## src/hdl/wpn_pkg.sv

```systemverilog
package wpn_pkg;

   localparam int LEVEL_BITS = 16;
   localparam int RATIO_BITS = 16;
   localparam int PEAK_BITS  = 16;

   typedef enum logic [1:0] {
      ST_IDLE,
      ST_SCAN,
      ST_DIVIDE,
      ST_FINISH
   } state_type;

endpackage

```

## src/hdl/wpn_if.sv

```systemverilog
interface wpn_req_if import wpn_pkg::*; ();
   logic                  valid;
   logic                  ready;
   logic [LEVEL_BITS-1:0] level;

   modport source (output valid, output level, input ready);
   modport sink   (input valid, input level, output ready);
endinterface

interface wpn_rsp_if import wpn_pkg::*; ();
   logic                  valid;
   logic                  ready;
   logic [RATIO_BITS-1:0] ratio;
   logic [PEAK_BITS-1:0]  window_peak;

   modport source (output valid, output ratio, output window_peak, input ready);
   modport sink   (input valid, input ratio, input window_peak, output ready);
endinterface

```

## src/hdl/windowed_peak_normalizer_core.sv

```systemverilog
// Windowed peak normalizer.
// Each request on req_bus carries one unsigned level sample. The block takes
// the peak over that sample and the WINDOW-1 samples before it, stores the
// sample in place of the oldest one, and returns on rsp_bus the peak and
// level/peak in unsigned Q1.15 (32768 is 1.0, 0 when the peak is 0).
// One request is in work at a time: req_bus.ready is high only while idle.
// A request first scans the sample ring (one RAM read a cycle through a
// registered read port, compared in a shared subtractor), then runs a
// restoring divider on that same subtractor, then loads the output
// register. A new request is accepted only after the last one has left
// the divider and reached the output register.
// The output register parts the two sides: a new request is accepted while
// a result waits; if the receiver stalls, the next result holds in the last
// step until the output register frees, and ready stays low meanwhile.
// Reset clears the slot pointer and the per-entry valid bits, so every ring
// entry reads as zero afterwards.
module windowed_peak_normalizer_core import wpn_pkg::*; #(
   parameter int WINDOW      = 10,
   parameter int SAMPLE_BITS = 16
) (
   input  logic       clock,
   input  logic       reset,
   wpn_req_if.sink    req_bus,
   wpn_rsp_if.source  rsp_bus
);

   localparam int LVL_BITS = (SAMPLE_BITS < LEVEL_BITS) ? SAMPLE_BITS : LEVEL_BITS;
   localparam int IDX_BITS = $clog2(WINDOW);
   localparam int CNT_BITS = $clog2(WINDOW + 1);
   localparam int DIV_BITS = $clog2(RATIO_BITS);

   state_type state_ff, state_in;

   logic [LVL_BITS-1:0]   lvl_ff, lvl_in;
   logic [LVL_BITS-1:0]   peak_ff, peak_in;
   logic [LVL_BITS-1:0]   rem_ff, rem_in;
   logic [RATIO_BITS-1:0] quo_ff, quo_in;
   logic [DIV_BITS-1:0]   div_cnt_ff, div_cnt_in;
   logic [CNT_BITS-1:0]   cnt_ff, cnt_in;
   logic [IDX_BITS-1:0]   slot_ff, slot_in;
   logic [IDX_BITS-1:0]   cmp_idx_ff, cmp_idx_in;
   logic                  cmp_vld_ff, cmp_vld_in;
   logic                  rd_valid_ff, rd_valid_in;
   logic [WINDOW-1:0]     valid_ff, valid_in;
   logic                  out_valid_ff, out_valid_in;
   logic [RATIO_BITS-1:0] ratio_ff, ratio_in;
   logic [PEAK_BITS-1:0]  out_peak_ff, out_peak_in;

   logic                  accept;
   logic                  scan_last;
   logic                  div_last;
   logic                  load_out;
   logic                  ram_we;
   logic [IDX_BITS-1:0]   rd_addr;
   logic [LVL_BITS-1:0]   ram_q;
   logic [LVL_BITS-1:0]   cand;
   logic [LVL_BITS:0]     trial;
   logic [LVL_BITS:0]     alu_x, alu_y;
   logic [LVL_BITS+1:0]   alu_diff;
   logic                  alu_borrow;

   wpn_ram #(
      .WIDTH (LVL_BITS),
      .DEPTH (WINDOW)
   ) u_ring (
      .clock   (clock),
      .wr_en   (ram_we),
      .wr_addr (slot_ff),
      .wr_data (lvl_ff),
      .rd_addr (rd_addr),
      .rd_data (ram_q)
   );

   assign scan_last = (cnt_ff == CNT_BITS'(WINDOW));
   assign div_last  = (div_cnt_ff == DIV_BITS'(RATIO_BITS - 1));
   // keep the read address inside the ring once the scan count runs past it
   assign rd_addr   = scan_last ? '0 : cnt_ff[IDX_BITS-1:0];
   assign cand      = rd_valid_ff ? ram_q : '0;

   // first divide step takes level/peak as is (0 or 1), later steps shift in zeros
   assign trial = (div_cnt_ff == '0) ? {1'b0, rem_ff} : {rem_ff, 1'b0};

   // shared subtractor: scan compares peak - candidate, divide does trial - peak
   assign alu_x      = (state_ff == ST_DIVIDE) ? trial : {1'b0, peak_ff};
   assign alu_y      = (state_ff == ST_DIVIDE) ? {1'b0, peak_ff} : {1'b0, cand};
   assign alu_diff   = {1'b0, alu_x} - {1'b0, alu_y};
   assign alu_borrow = alu_diff[LVL_BITS+1];

   always_comb begin
      state_in = state_ff;
      case (state_ff)
         ST_IDLE: begin
            if (req_bus.valid) state_in = ST_SCAN;
         end
         ST_SCAN: begin
            if (scan_last) state_in = ST_DIVIDE;
         end
         ST_DIVIDE: begin
            if (div_last) state_in = ST_FINISH;
         end
         ST_FINISH: begin
            if (!out_valid_ff || rsp_bus.ready) state_in = ST_IDLE;
         end
         default: state_in = ST_IDLE;
      endcase
   end

   always_comb begin
      req_bus.ready = 1'b0;
      ram_we        = 1'b0;
      load_out      = 1'b0;
      case (state_ff)
         ST_IDLE:   req_bus.ready = 1'b1;
         ST_SCAN:   ram_we = scan_last;
         ST_DIVIDE: ;
         ST_FINISH: load_out = !out_valid_ff || rsp_bus.ready;
         default:   ;
      endcase
   end

   assign accept = req_bus.valid && req_bus.ready;

   always_comb begin
      lvl_in       = lvl_ff;
      peak_in      = peak_ff;
      rem_in       = rem_ff;
      quo_in       = quo_ff;
      div_cnt_in   = div_cnt_ff;
      cnt_in       = cnt_ff;
      slot_in      = slot_ff;
      cmp_idx_in   = rd_addr;
      cmp_vld_in   = 1'b0;
      rd_valid_in  = valid_ff[rd_addr];
      valid_in     = valid_ff;
      out_valid_in = out_valid_ff;
      ratio_in     = ratio_ff;
      out_peak_in  = out_peak_ff;

      if (accept) begin
         lvl_in  = req_bus.level[LVL_BITS-1:0];
         peak_in = req_bus.level[LVL_BITS-1:0];
         cnt_in  = '0;
      end

      if (state_ff == ST_SCAN) begin
         // candidate from last cycle's read; skip the slot about to be replaced
         if (cmp_vld_ff && (cmp_idx_ff != slot_ff) && alu_borrow) begin
            peak_in = cand;
         end
         if (!scan_last) begin
            cnt_in     = cnt_ff + CNT_BITS'(1);
            cmp_vld_in = 1'b1;
         end else begin
            valid_in[slot_ff] = 1'b1;
            slot_in    = (slot_ff == IDX_BITS'(WINDOW - 1)) ? '0 : slot_ff + IDX_BITS'(1);
            rem_in     = lvl_ff;
            quo_in     = '0;
            div_cnt_in = '0;
         end
      end

      if (state_ff == ST_DIVIDE) begin
         if (!alu_borrow) begin
            rem_in = alu_diff[LVL_BITS-1:0];
         end else begin
            rem_in = trial[LVL_BITS-1:0];
         end
         quo_in     = {quo_ff[RATIO_BITS-2:0], !alu_borrow};
         div_cnt_in = div_cnt_ff + DIV_BITS'(1);
      end

      if (out_valid_ff && rsp_bus.ready) begin
         out_valid_in = 1'b0;
      end
      if (load_out) begin
         out_valid_in = 1'b1;
         ratio_in     = (peak_ff == '0) ? '0 : quo_ff;
         out_peak_in  = PEAK_BITS'(peak_ff);
      end
   end

   always_ff @(posedge clock) begin
      if (reset) begin
         state_ff     <= ST_IDLE;
         slot_ff      <= '0;
         valid_ff     <= '0;
         cmp_vld_ff   <= 1'b0;
         out_valid_ff <= 1'b0;
      end else begin
         state_ff     <= state_in;
         slot_ff      <= slot_in;
         valid_ff     <= valid_in;
         cmp_vld_ff   <= cmp_vld_in;
         out_valid_ff <= out_valid_in;
      end
      lvl_ff      <= lvl_in;
      peak_ff     <= peak_in;
      rem_ff      <= rem_in;
      quo_ff      <= quo_in;
      div_cnt_ff  <= div_cnt_in;
      cnt_ff      <= cnt_in;
      cmp_idx_ff  <= cmp_idx_in;
      rd_valid_ff <= rd_valid_in;
      ratio_ff    <= ratio_in;
      out_peak_ff <= out_peak_in;
   end

   assign rsp_bus.valid       = out_valid_ff;
   assign rsp_bus.ratio       = ratio_ff;
   assign rsp_bus.window_peak = out_peak_ff;

endmodule

```

## src/hdl/wpn_ram.sv

```systemverilog
module wpn_ram #(
   parameter int WIDTH = 16,
   parameter int DEPTH = 10
) (
   input  logic                     clock,
   input  logic                     wr_en,
   input  logic [$clog2(DEPTH)-1:0] wr_addr,
   input  logic [WIDTH-1:0]         wr_data,
   input  logic [$clog2(DEPTH)-1:0] rd_addr,
   output logic [WIDTH-1:0]         rd_data
);

   logic [WIDTH-1:0] mem_ff [DEPTH];
   logic [WIDTH-1:0] rd_data_ff;

   always_ff @(posedge clock) begin
      if (wr_en) begin
         mem_ff[wr_addr] <= wr_data;
      end
      rd_data_ff <= mem_ff[rd_addr];
   end

   assign rd_data = rd_data_ff;

endmodule

```

## src/flat_wrapper.sv

```systemverilog
// flat-port wrapper written by rule: the top's interface ports become plain ports
module windowed_peak_normalizer_core_flat import wpn_pkg::*;
#(
   parameter int WINDOW      = 10,
   parameter int SAMPLE_BITS = 16
)
  (clock, reset, req_bus_valid, req_bus_level, req_bus_ready, rsp_bus_valid, rsp_bus_ratio, rsp_bus_window_peak, rsp_bus_ready);
  wpn_req_if req_bus_i ();
  wpn_rsp_if rsp_bus_i ();
  input  logic clock;
  input  logic reset;
  input wire logic [$bits(req_bus_i.valid)-1:0] req_bus_valid;
  input wire logic [$bits(req_bus_i.level)-1:0] req_bus_level;
  output wire logic [$bits(req_bus_i.ready)-1:0] req_bus_ready;
  output wire logic [$bits(rsp_bus_i.valid)-1:0] rsp_bus_valid;
  output wire logic [$bits(rsp_bus_i.ratio)-1:0] rsp_bus_ratio;
  output wire logic [$bits(rsp_bus_i.window_peak)-1:0] rsp_bus_window_peak;
  input wire logic [$bits(rsp_bus_i.ready)-1:0] rsp_bus_ready;
  assign req_bus_i.valid = req_bus_valid;
  assign req_bus_i.level = req_bus_level;
  assign req_bus_ready = req_bus_i.ready;
  assign rsp_bus_valid = rsp_bus_i.valid;
  assign rsp_bus_ratio = rsp_bus_i.ratio;
  assign rsp_bus_window_peak = rsp_bus_i.window_peak;
  assign rsp_bus_i.ready = rsp_bus_ready;
  windowed_peak_normalizer_core #(.WINDOW(WINDOW), .SAMPLE_BITS(SAMPLE_BITS)) u_core (.clock(clock), .reset(reset), .req_bus(req_bus_i), .rsp_bus(rsp_bus_i));
endmodule
```

## config.mk

```make
export PLATFORM = sky130hd
export DESIGN_NAME = windowed_peak_normalizer_core_flat
export DESIGN_NICKNAME = d
export VERILOG_FILES = /design/src/hdl/wpn_pkg.sv /design/src/hdl/wpn_if.sv /design/src/hdl/windowed_peak_normalizer_core.sv /design/src/hdl/wpn_ram.sv /design/src/flat_wrapper.sv
export SDC_FILE = /design/constraint.sdc
export NUM_CORES = 1
export LEC_CHECK = 0
export ABC_AREA = 1
export ABC_CLOCK_PERIOD_IN_PS = 12400
export BUFFER_PORTS_ARGS = -buffer_cell sky130_fd_sc_hd__buf_2
export CORE_AREA = 2 2 168 170
export CTS_CLUSTER_SIZE = 20
export DETAILED_ROUTE_END_ITERATION = 7
export DIE_AREA = 0 0 170 172
export PLACE_DENSITY = 0.68
export SYNTH_ARGS = -nofsm -noshare
export SYNTH_HDL_FRONTEND = slang
export SYNTH_SLANG_ARGS = --single-unit
```

## constraint.sdc

```tcl
create_clock -name clock -period 12.4 [get_ports clock]
set_input_delay 0.62 -clock clock [delete_from_list [all_inputs] [get_ports clock]]
set_output_delay 0.62 -clock clock [all_outputs]
set_load 0.005 [all_outputs]
```

==> results of run 1 <==
## cells by family after synthesis
family / after synthesis / synth area share [%]
xor gates and xnor gates: 13 / 0.843
adders and majority gates: 25 / 2.37
and+or+nand+nor: 520 / 17.2
buffers and inverters: 215 / 6.51
DFF: 303 / 63.0
AOI/OAI and AO/OA: 248 / 10.1
## layout make-up
type / count / area [um^2]
tap: 346 / 433
multi-input combinational: 806 / 4160
fill: 2387 / 12300
sequential: 303 / 8510
timing repair buffer: 69 / 385
clock inverter: 15 / 146
clock buffer: 43 / 922
inverter: 154 / 578
## critical path, stage by stage, from the launching register on
cell and delay, ns:
dfxtp_1 0.36, inv_1 0.08, ha_1 0.19, buf_4 0.27, inv_2 0.82, o21ai_0 0.27
ha_1 0.42, nand2_1 0.10, nand2_1 0.10, a21oi_1 0.23, nor2_1 0.11, nor2_4 0.33
nand3_4 0.28, nand2_1 0.19, nand2_1 0.06, nand2_1 0.06, nand2_1 0.05
## power by group through the flow
stage / logic [mW] / clock network [mW] / registers, mW
after global routing: 1.64 / 1.00 / 1.41
after global placement: 1.43 / 0 / 1.41
after CTS: 1.45 / 0.971 / 1.40
final: 1.45 / 0.956 / 1.40
after detailed placement: 1.44 / 0 / 1.42
after floorplan: 1.09 / 0 / 1.36
## synthesized netlist by cell type, drive strengths merged, types with 5 or more instances
cell / number / share of area [%]
o21bai: 7 / 0.39
nand3: 73 / 2.9
edfxtp: 244 / 54
nand2: 264 / 7.6
nand4: 26 / 1.3
or2: 29 / 1.3
xor2: 5 / 0.32
nor2: 116 / 3.4
a21oi: 18 / 0.69
xnor2: 8 / 0.52
ha: 24 / 2.2
buf: 34 / 1.5
o21ai: 182 / 6.7
dfxtp: 59 / 8.7
inv: 153 / 4.3
o211ai: 34 / 1.9
nor3: 10 / 0.41
clkbuf: 27 / 0.75
## registers in the layout, summed over array words and instances, names as in the netlist
register	count
u_core.slot_ff	4
u_core.state_ff	2
u_core.rem_ff	16
u_core.valid_ff	10
u_core.u_ring.rd_data	16
u_core.lvl_ff	16
u_core.u_ring.mem_ff	160
u_core.quo_ff	16
u_core.rsp_bus.valid	1
u_core.rd_valid_ff	1
u_core.peak_ff	16
u_core.rsp_bus.ratio	16
u_core.rsp_bus.window_peak	16
u_core.div_cnt_ff	4
u_core.cmp_vld_ff	1
u_core.cmp_idx_ff	4
u_core.cnt_ff	4
## metal layers
layer	global-route usage (%)	vias up	part of all wire [%]
met1	30.9	4536	45
li1	-	4582	-
met3	2.56	51	5.5
met4	6.35	0	2.5
met5	0	-	0
met2	37.7	316	47
## metrics by stage
stage | cell area, um^2 | hold slack [ns] | power [mW]
6_report | 15100 | 0.246 | 3.80
5_1_grt | 15100 | 0.236 | 4.05
4_1_cts | 15100 | 0.230 | 3.82
3_5_place_dp | 14100 | 0.447 | 2.85
3_3_place_gp | 14100 | 0.440 | 2.85
2_1_floorplan | 13500 | 0.425 | 2.45
## how the worst max path moves through the flow
| stage | from | end | slack (ns) | depth (start not counted) |
|---|---|---|---|---|
| after floorplan | u_core.state_ff[0] | u_core.div_cnt_ff[0] | 8.15 | 6 |
| after global placement | u_core.state_ff[0] | u_core.rem_ff[14] | 8.36 | 18 |
| after detailed placement | u_core.state_ff[0] | u_core.rem_ff[14] | 8.27 | 16 |
| after CTS | u_core.state_ff[0] | u_core.rem_ff[14] | 8.26 | 16 |
| after global routing | u_core.state_ff[0] | u_core.rem_ff[14] | 7.76 | 16 |
| final | u_core.state_ff[0] | u_core.rem_ff[14] | 8.18 | 16 |
==> flow_metrics.env, run 1 <==
export IMPL_grt_pass1_wl_um=50300
export IMPL_post_cts_resized=0
export IMPL_r2r_setup_slack_ns=8.18
export IMPL_grtUsageTotal_pct=22.4
export IMPL_grt_pass1_vias=9146
export IMPL_post_place_ws_ns=8.27
export IMPL_mostFrequentLayoutCells="nand2_1, edfxtp_1, o21ai_0"
export IMPL_wl_um=32100
export IMPL_yosysSeqAreaShare_pct=63.0
export IMPL_start_util_pct=49.1
export IMPL_portBuffers=53
export IMPL_synth_cell_types=41
export IMPL_irDropWorstVdd_mv=0.137
export IMPL_hold_viol=0
export IMPL_clock_path_buffers=3
export IMPL_rsz0062_at_grt="false"
export IMPL_critPathRequiredTime_ns=12.72
export IMPL_cap_violations=0
export IMPL_setup_viol=0
export IMPL_cp_data_arrival_time_ns=4.54
export IMPL_synth_cells=1324
export IMPL_cts_clk_slew_worst_paths_ns=0.06
export IMPL_num_antenna_cells=0
export IMPL_hp_start="req_bus_level[1]"
export IMPL_firstDrtPassIters=8
export IMPL_async_flop_share_pct=0
export IMPL_routabilityCongestion=0.934
export IMPL_core_area_mm2=0.0275
export IMPL_final_nets=1410
export IMPL_worst_slew_pin_slew_ns=1.06
export IMPL_start_kind="register"
export IMPL_final_cells=1736
export IMPL_clock_power_share_pct=25.1
export IMPL_synthToLayoutAreaGrowth_pct=12.1
export IMPL_power_per_cell_area_mw_per_mm2=251
export IMPL_ios=54
export IMPL_post_route_cells_drive_above_1_share_pct=13.3
export IMPL_status="completed"
export IMPL_final_util_pct=55.1
export IMPL_worstSetupPathType="reg -> reg"
export IMPL_remaining_drc_errors=0
export IMPL_antenna_found_initial=0
export IMPL_postCtsHoldBufs=0
export IMPL_r2r_end="u_core.rem_ff[14]"
export IMPL_clock_sinks=303
export IMPL_detail_route_antenna_nets=0
export IMPL_drv_slew=0
export IMPL_finalSetupTns_ns=0
export IMPL_p_sw_share_pct=39.4
export IMPL_clockRootBuffer="clkbuf_16"
export IMPL_holdPathStages=1
export IMPL_clk_latency_ns=0.57
export IMPL_num_rows=61
export IMPL_p_int_mw=2.30
export IMPL_dp_hpwl_um=20600
export IMPL_comb_power_share_pct=38.1
export IMPL_dpl_cell_count=1678
export IMPL_die_y_um=172
export IMPL_p_seq_share_pct=36.7
export IMPL_min_to="u_core.lvl_ff[1]"
export IMPL_numCtsBuffers=31
export IMPL_cts_tree="done"
export IMPL_syn_area_per_cell_um2=10.2
export IMPL_p_leak_nw=6.09
export IMPL_r2r_start="u_core.state_ff[0]"
export IMPL_dieWidth_um=170
export IMPL_relSlewSlack_pct=29.0
export IMPL_reg2regPathDepth=16
export IMPL_die_area_mm2=0.0292
export IMPL_vias_per_cell=5.46
export IMPL_htreeDepth=1
export IMPL_overflow=0
export IMPL_layout_setup_ws_ns=8.18
export IMPL_finalCritPeriodShare_pct=34.0
export IMPL_synth_warnings=0
export IMPL_finClkSkew_ns=0.0125
export IMPL_post_cts_buffers=0
export IMPL_synth_seq_cells=303
export IMPL_fmax_mhz=237
export IMPL_synth_fp_nets=1369
export IMPL_wire_per_inst_um=18.5
export IMPL_vias=9485
export IMPL_layout_commonest_cell="nand2_1"
export IMPL_synth_area_mm2=0.0135
export IMPL_hold_class="in -> reg"
export IMPL_min_period_ns=4.22
export IMPL_power_switching_mw=1.50
export IMPL_synth_flop_cell="edfxtp_1"
export IMPL_path_max_fanout=71
export IMPL_grt_max_degree=77
export IMPL_synth_edf_count=244
export IMPL_worstSetupEndpointType="register"
export IMPL_drtIter0Drc=757
Power figures use the tool's default switching activity.
==> run 2, diff against run 1 <==
ABC_CLOCK_PERIOD_IN_PS = 3400   (was 12400)
PLACE_DENSITY = 0.7   (was 0.68)
clock period = 3.4 ns   (was 12.4 ns; I/O delays follow)
==> flow_metrics.env, run 2 (synthesis results as in run 1) <==
export IMPL_cts_clk_slew_worst_paths_ns=0.06
export IMPL_finalCritPeriodShare_pct=97.4
export IMPL_antenna_found_initial=0
export IMPL_setup_viol=0
export IMPL_remaining_drc_errors=0
export IMPL_worstSetupEndpointType="register"
export IMPL_num_rows=61
export IMPL_fillCellCount=2310
export IMPL_die_y_um=172
export IMPL_firstDrtPassIters=5
export IMPL_clk_latency_ns=0.55
export IMPL_grt_max_degree=51
export IMPL_start_util_pct=49.1
export IMPL_layout_commonest_cell="nand2_1"
export IMPL_dieWidth_um=170
export IMPL_start_kind="register"
export IMPL_p_leak_nw=6.34
export IMPL_drv_slew=0
export IMPL_grt_pass1_wl_um=48600
export IMPL_slowest_delay_ns=0.43
export IMPL_critPathRequiredTime_ns=3.83
export IMPL_comb_power_share_pct=41.5
export IMPL_path_max_fanout=10
export IMPL_largest_register="u_core.u_ring.mem_ff"
export IMPL_post_route_cells_drive_above_1_share_pct=15.6
export IMPL_place_area_mm2=0.0143
export IMPL_crit_slowest_cell="edfxtp_1"
export IMPL_crit_family="simple AND/OR/NAND/NOR gates"
export IMPL_final_util_pct=57.0
export IMPL_num_antenna_cells=0
export IMPL_power_per_cell_area_mw_per_mm2=902
export IMPL_synthToLayoutAreaGrowth_pct=15.9
export IMPL_multiInputGateArea_mm2=0.00419
export IMPL_p_sw_share_pct=38.5
export IMPL_finalSetupTns_ns=0
export IMPL_fmax_mhz=302
export IMPL_finClkSkew_ns=0.0195
export IMPL_grt_pass1_vias=9107
export IMPL_power_switching_mw=5.44
export IMPL_cap_violations=0
export IMPL_crit_chain="inv_1 -> ha_2 -> nand2_4 -> buf_6 -> or2_2 -> o21ai_2 -> o21ai_0 -> ha_1 -> nand2_2 -> inv_1 -> a21oi_2 -> nor2_1 -> nor2_4 -> buf_6 -> nand4_4 -> clkbuf_16 -> nand2_1 -> o21ai_1"
export IMPL_clock_path_buffers=3
export IMPL_p_int_mw=8.69
export IMPL_detail_route_antenna_nets=0
export IMPL_hold_viol=0
export IMPL_clockRootBuffer="clkbuf_16"
export IMPL_status="completed"
export IMPL_final_nets=1466
export IMPL_ios=54
export IMPL_clock_sinks=303
export IMPL_seqCellArea_mm2=0.00851
export IMPL_drtIter0Drc=1002
export IMPL_cts_tree="done"
export IMPL_vias_per_cell=5.51
export IMPL_final_cells=1791
export IMPL_wl_um=32200
export IMPL_overflow=0
export IMPL_die_area_mm2=0.0292
export IMPL_relSlewSlack_pct=28.0
export IMPL_mostFrequentLayoutCells="nand2_1, edfxtp_1, inv_1"
export IMPL_clock_power_share_pct=22.9
export IMPL_hold_class="in -> reg"
export IMPL_p_seq_share_pct=35.6
export IMPL_numCtsBuffers=30
export IMPL_vias=9871
export IMPL_core_area_mm2=0.0275
export IMPL_cp_buffers_inverters=5
export IMPL_final_cell_area_mm2=0.0157
export IMPL_dpl_cell_count=1701
export IMPL_worst_slew_pin_slew_ns=1.08
export IMPL_worstSetupPathType="reg -> reg"
export IMPL_grtUsageTotal_pct=21.6
export IMPL_dp_hpwl_um=20600
export IMPL_largest_reg_flops=160
export IMPL_irDropWorstVdd_mv=0.453
export IMPL_routabilityCongestion=0.966
export IMPL_wire_per_inst_um=18.0
export IMPL_cp_data_arrival_time_ns=3.74
export IMPL_htreeDepth=1
export IMPL_hold_ws_ns=0.343
export IMPL_min_period_ns=3.31
export IMPL_portBuffers=53
run 2: per-layer routing:
metal / vias to the layer above / GRT usage [%] / share of wire [%]
met5: - / 0 / 0
met4: 0 / 7.69 / 2.8
met3: 59 / 3.20 / 8.1
met2: 416 / 35.5 / 47
met1: 4702 / 29.5 / 42
li1: 4694 / - / -
run 2: layout make-up:
cell class / instances / share of cell area (%)
sequential: 303 / 54.4
clock buffer: 47 / 5.86
inverter: 154 / 3.72
multi-input combinational: 806 / 26.8
clock inverter: 9 / 0.440
timing repair buffer: 125 / 6.05
timing repair inverter: 1 / 0.0480
tap: 346 / 2.77
run 2: worst paths after layout:
| check | startpoint | endpoint | slack [ns] | cells past startpoint |
|---|---|---|---|---|
| setup / recovery | u_core.div_cnt_ff[0] | u_core.peak_ff[6] | 0.09 | 18 |
| hold / removal | req_bus_level[0] | u_core.lvl_ff[0] | 0.34 | 2 |
| setup reg to reg | u_core.div_cnt_ff[0] | u_core.peak_ff[6] | 0.09 | 18 |
| hold reg to reg | u_core.peak_ff[9] | u_core.rsp_bus.window_peak[9] | 0.47 | 0 |
run 2: power by group through the flow:
stage	Clock, mW	Sequential (mW)	Combinational [mW]
floorplan	0	4.96	3.98
global placement	0	5.09	5.38
detailed placement	0	5.10	5.47
CTS	3.28	5.02	5.52
global route	3.42	5.08	6.52
finish	3.24	5.03	5.86
run 2: timing repair:
action | 4_1_cts | 5_1_grt
hold buffers | 20 | 0
setup endpoints to repair | 0 | 33
setup buffers | 0 | 10
hold endpoints to repair | 38 | 0
gates resized for setup | 0 | 27
run 2: worst reg2reg max path, stage by stage, from the launching register on:
cell and delay, ns:
edfxtp_1 0.43, inv_1 0.09, ha_2 0.19, nand2_4 0.10, buf_6 0.16, or2_2 0.28, o21ai_2 0.08, o21ai_0 0.11
ha_1 0.37, nand2_2 0.12, inv_1 0.08, a21oi_2 0.21, nor2_1 0.10, nor2_4 0.16, buf_6 0.14, nand4_4 0.19
clkbuf_16 0.26, nand2_1 0.06, o21ai_1 0.06
run 2: metrics by stage:
step / total power [mW] / worst slack (ns)
after floorplan: 8.94 / 0.103
after global placement: 10.5 / 0.0679
after detailed placement: 10.6 / 0.0273
after CTS: 13.8 / 0.0155
after global routing: 15.0 / -0.0191
final: 14.1 / 0.0882
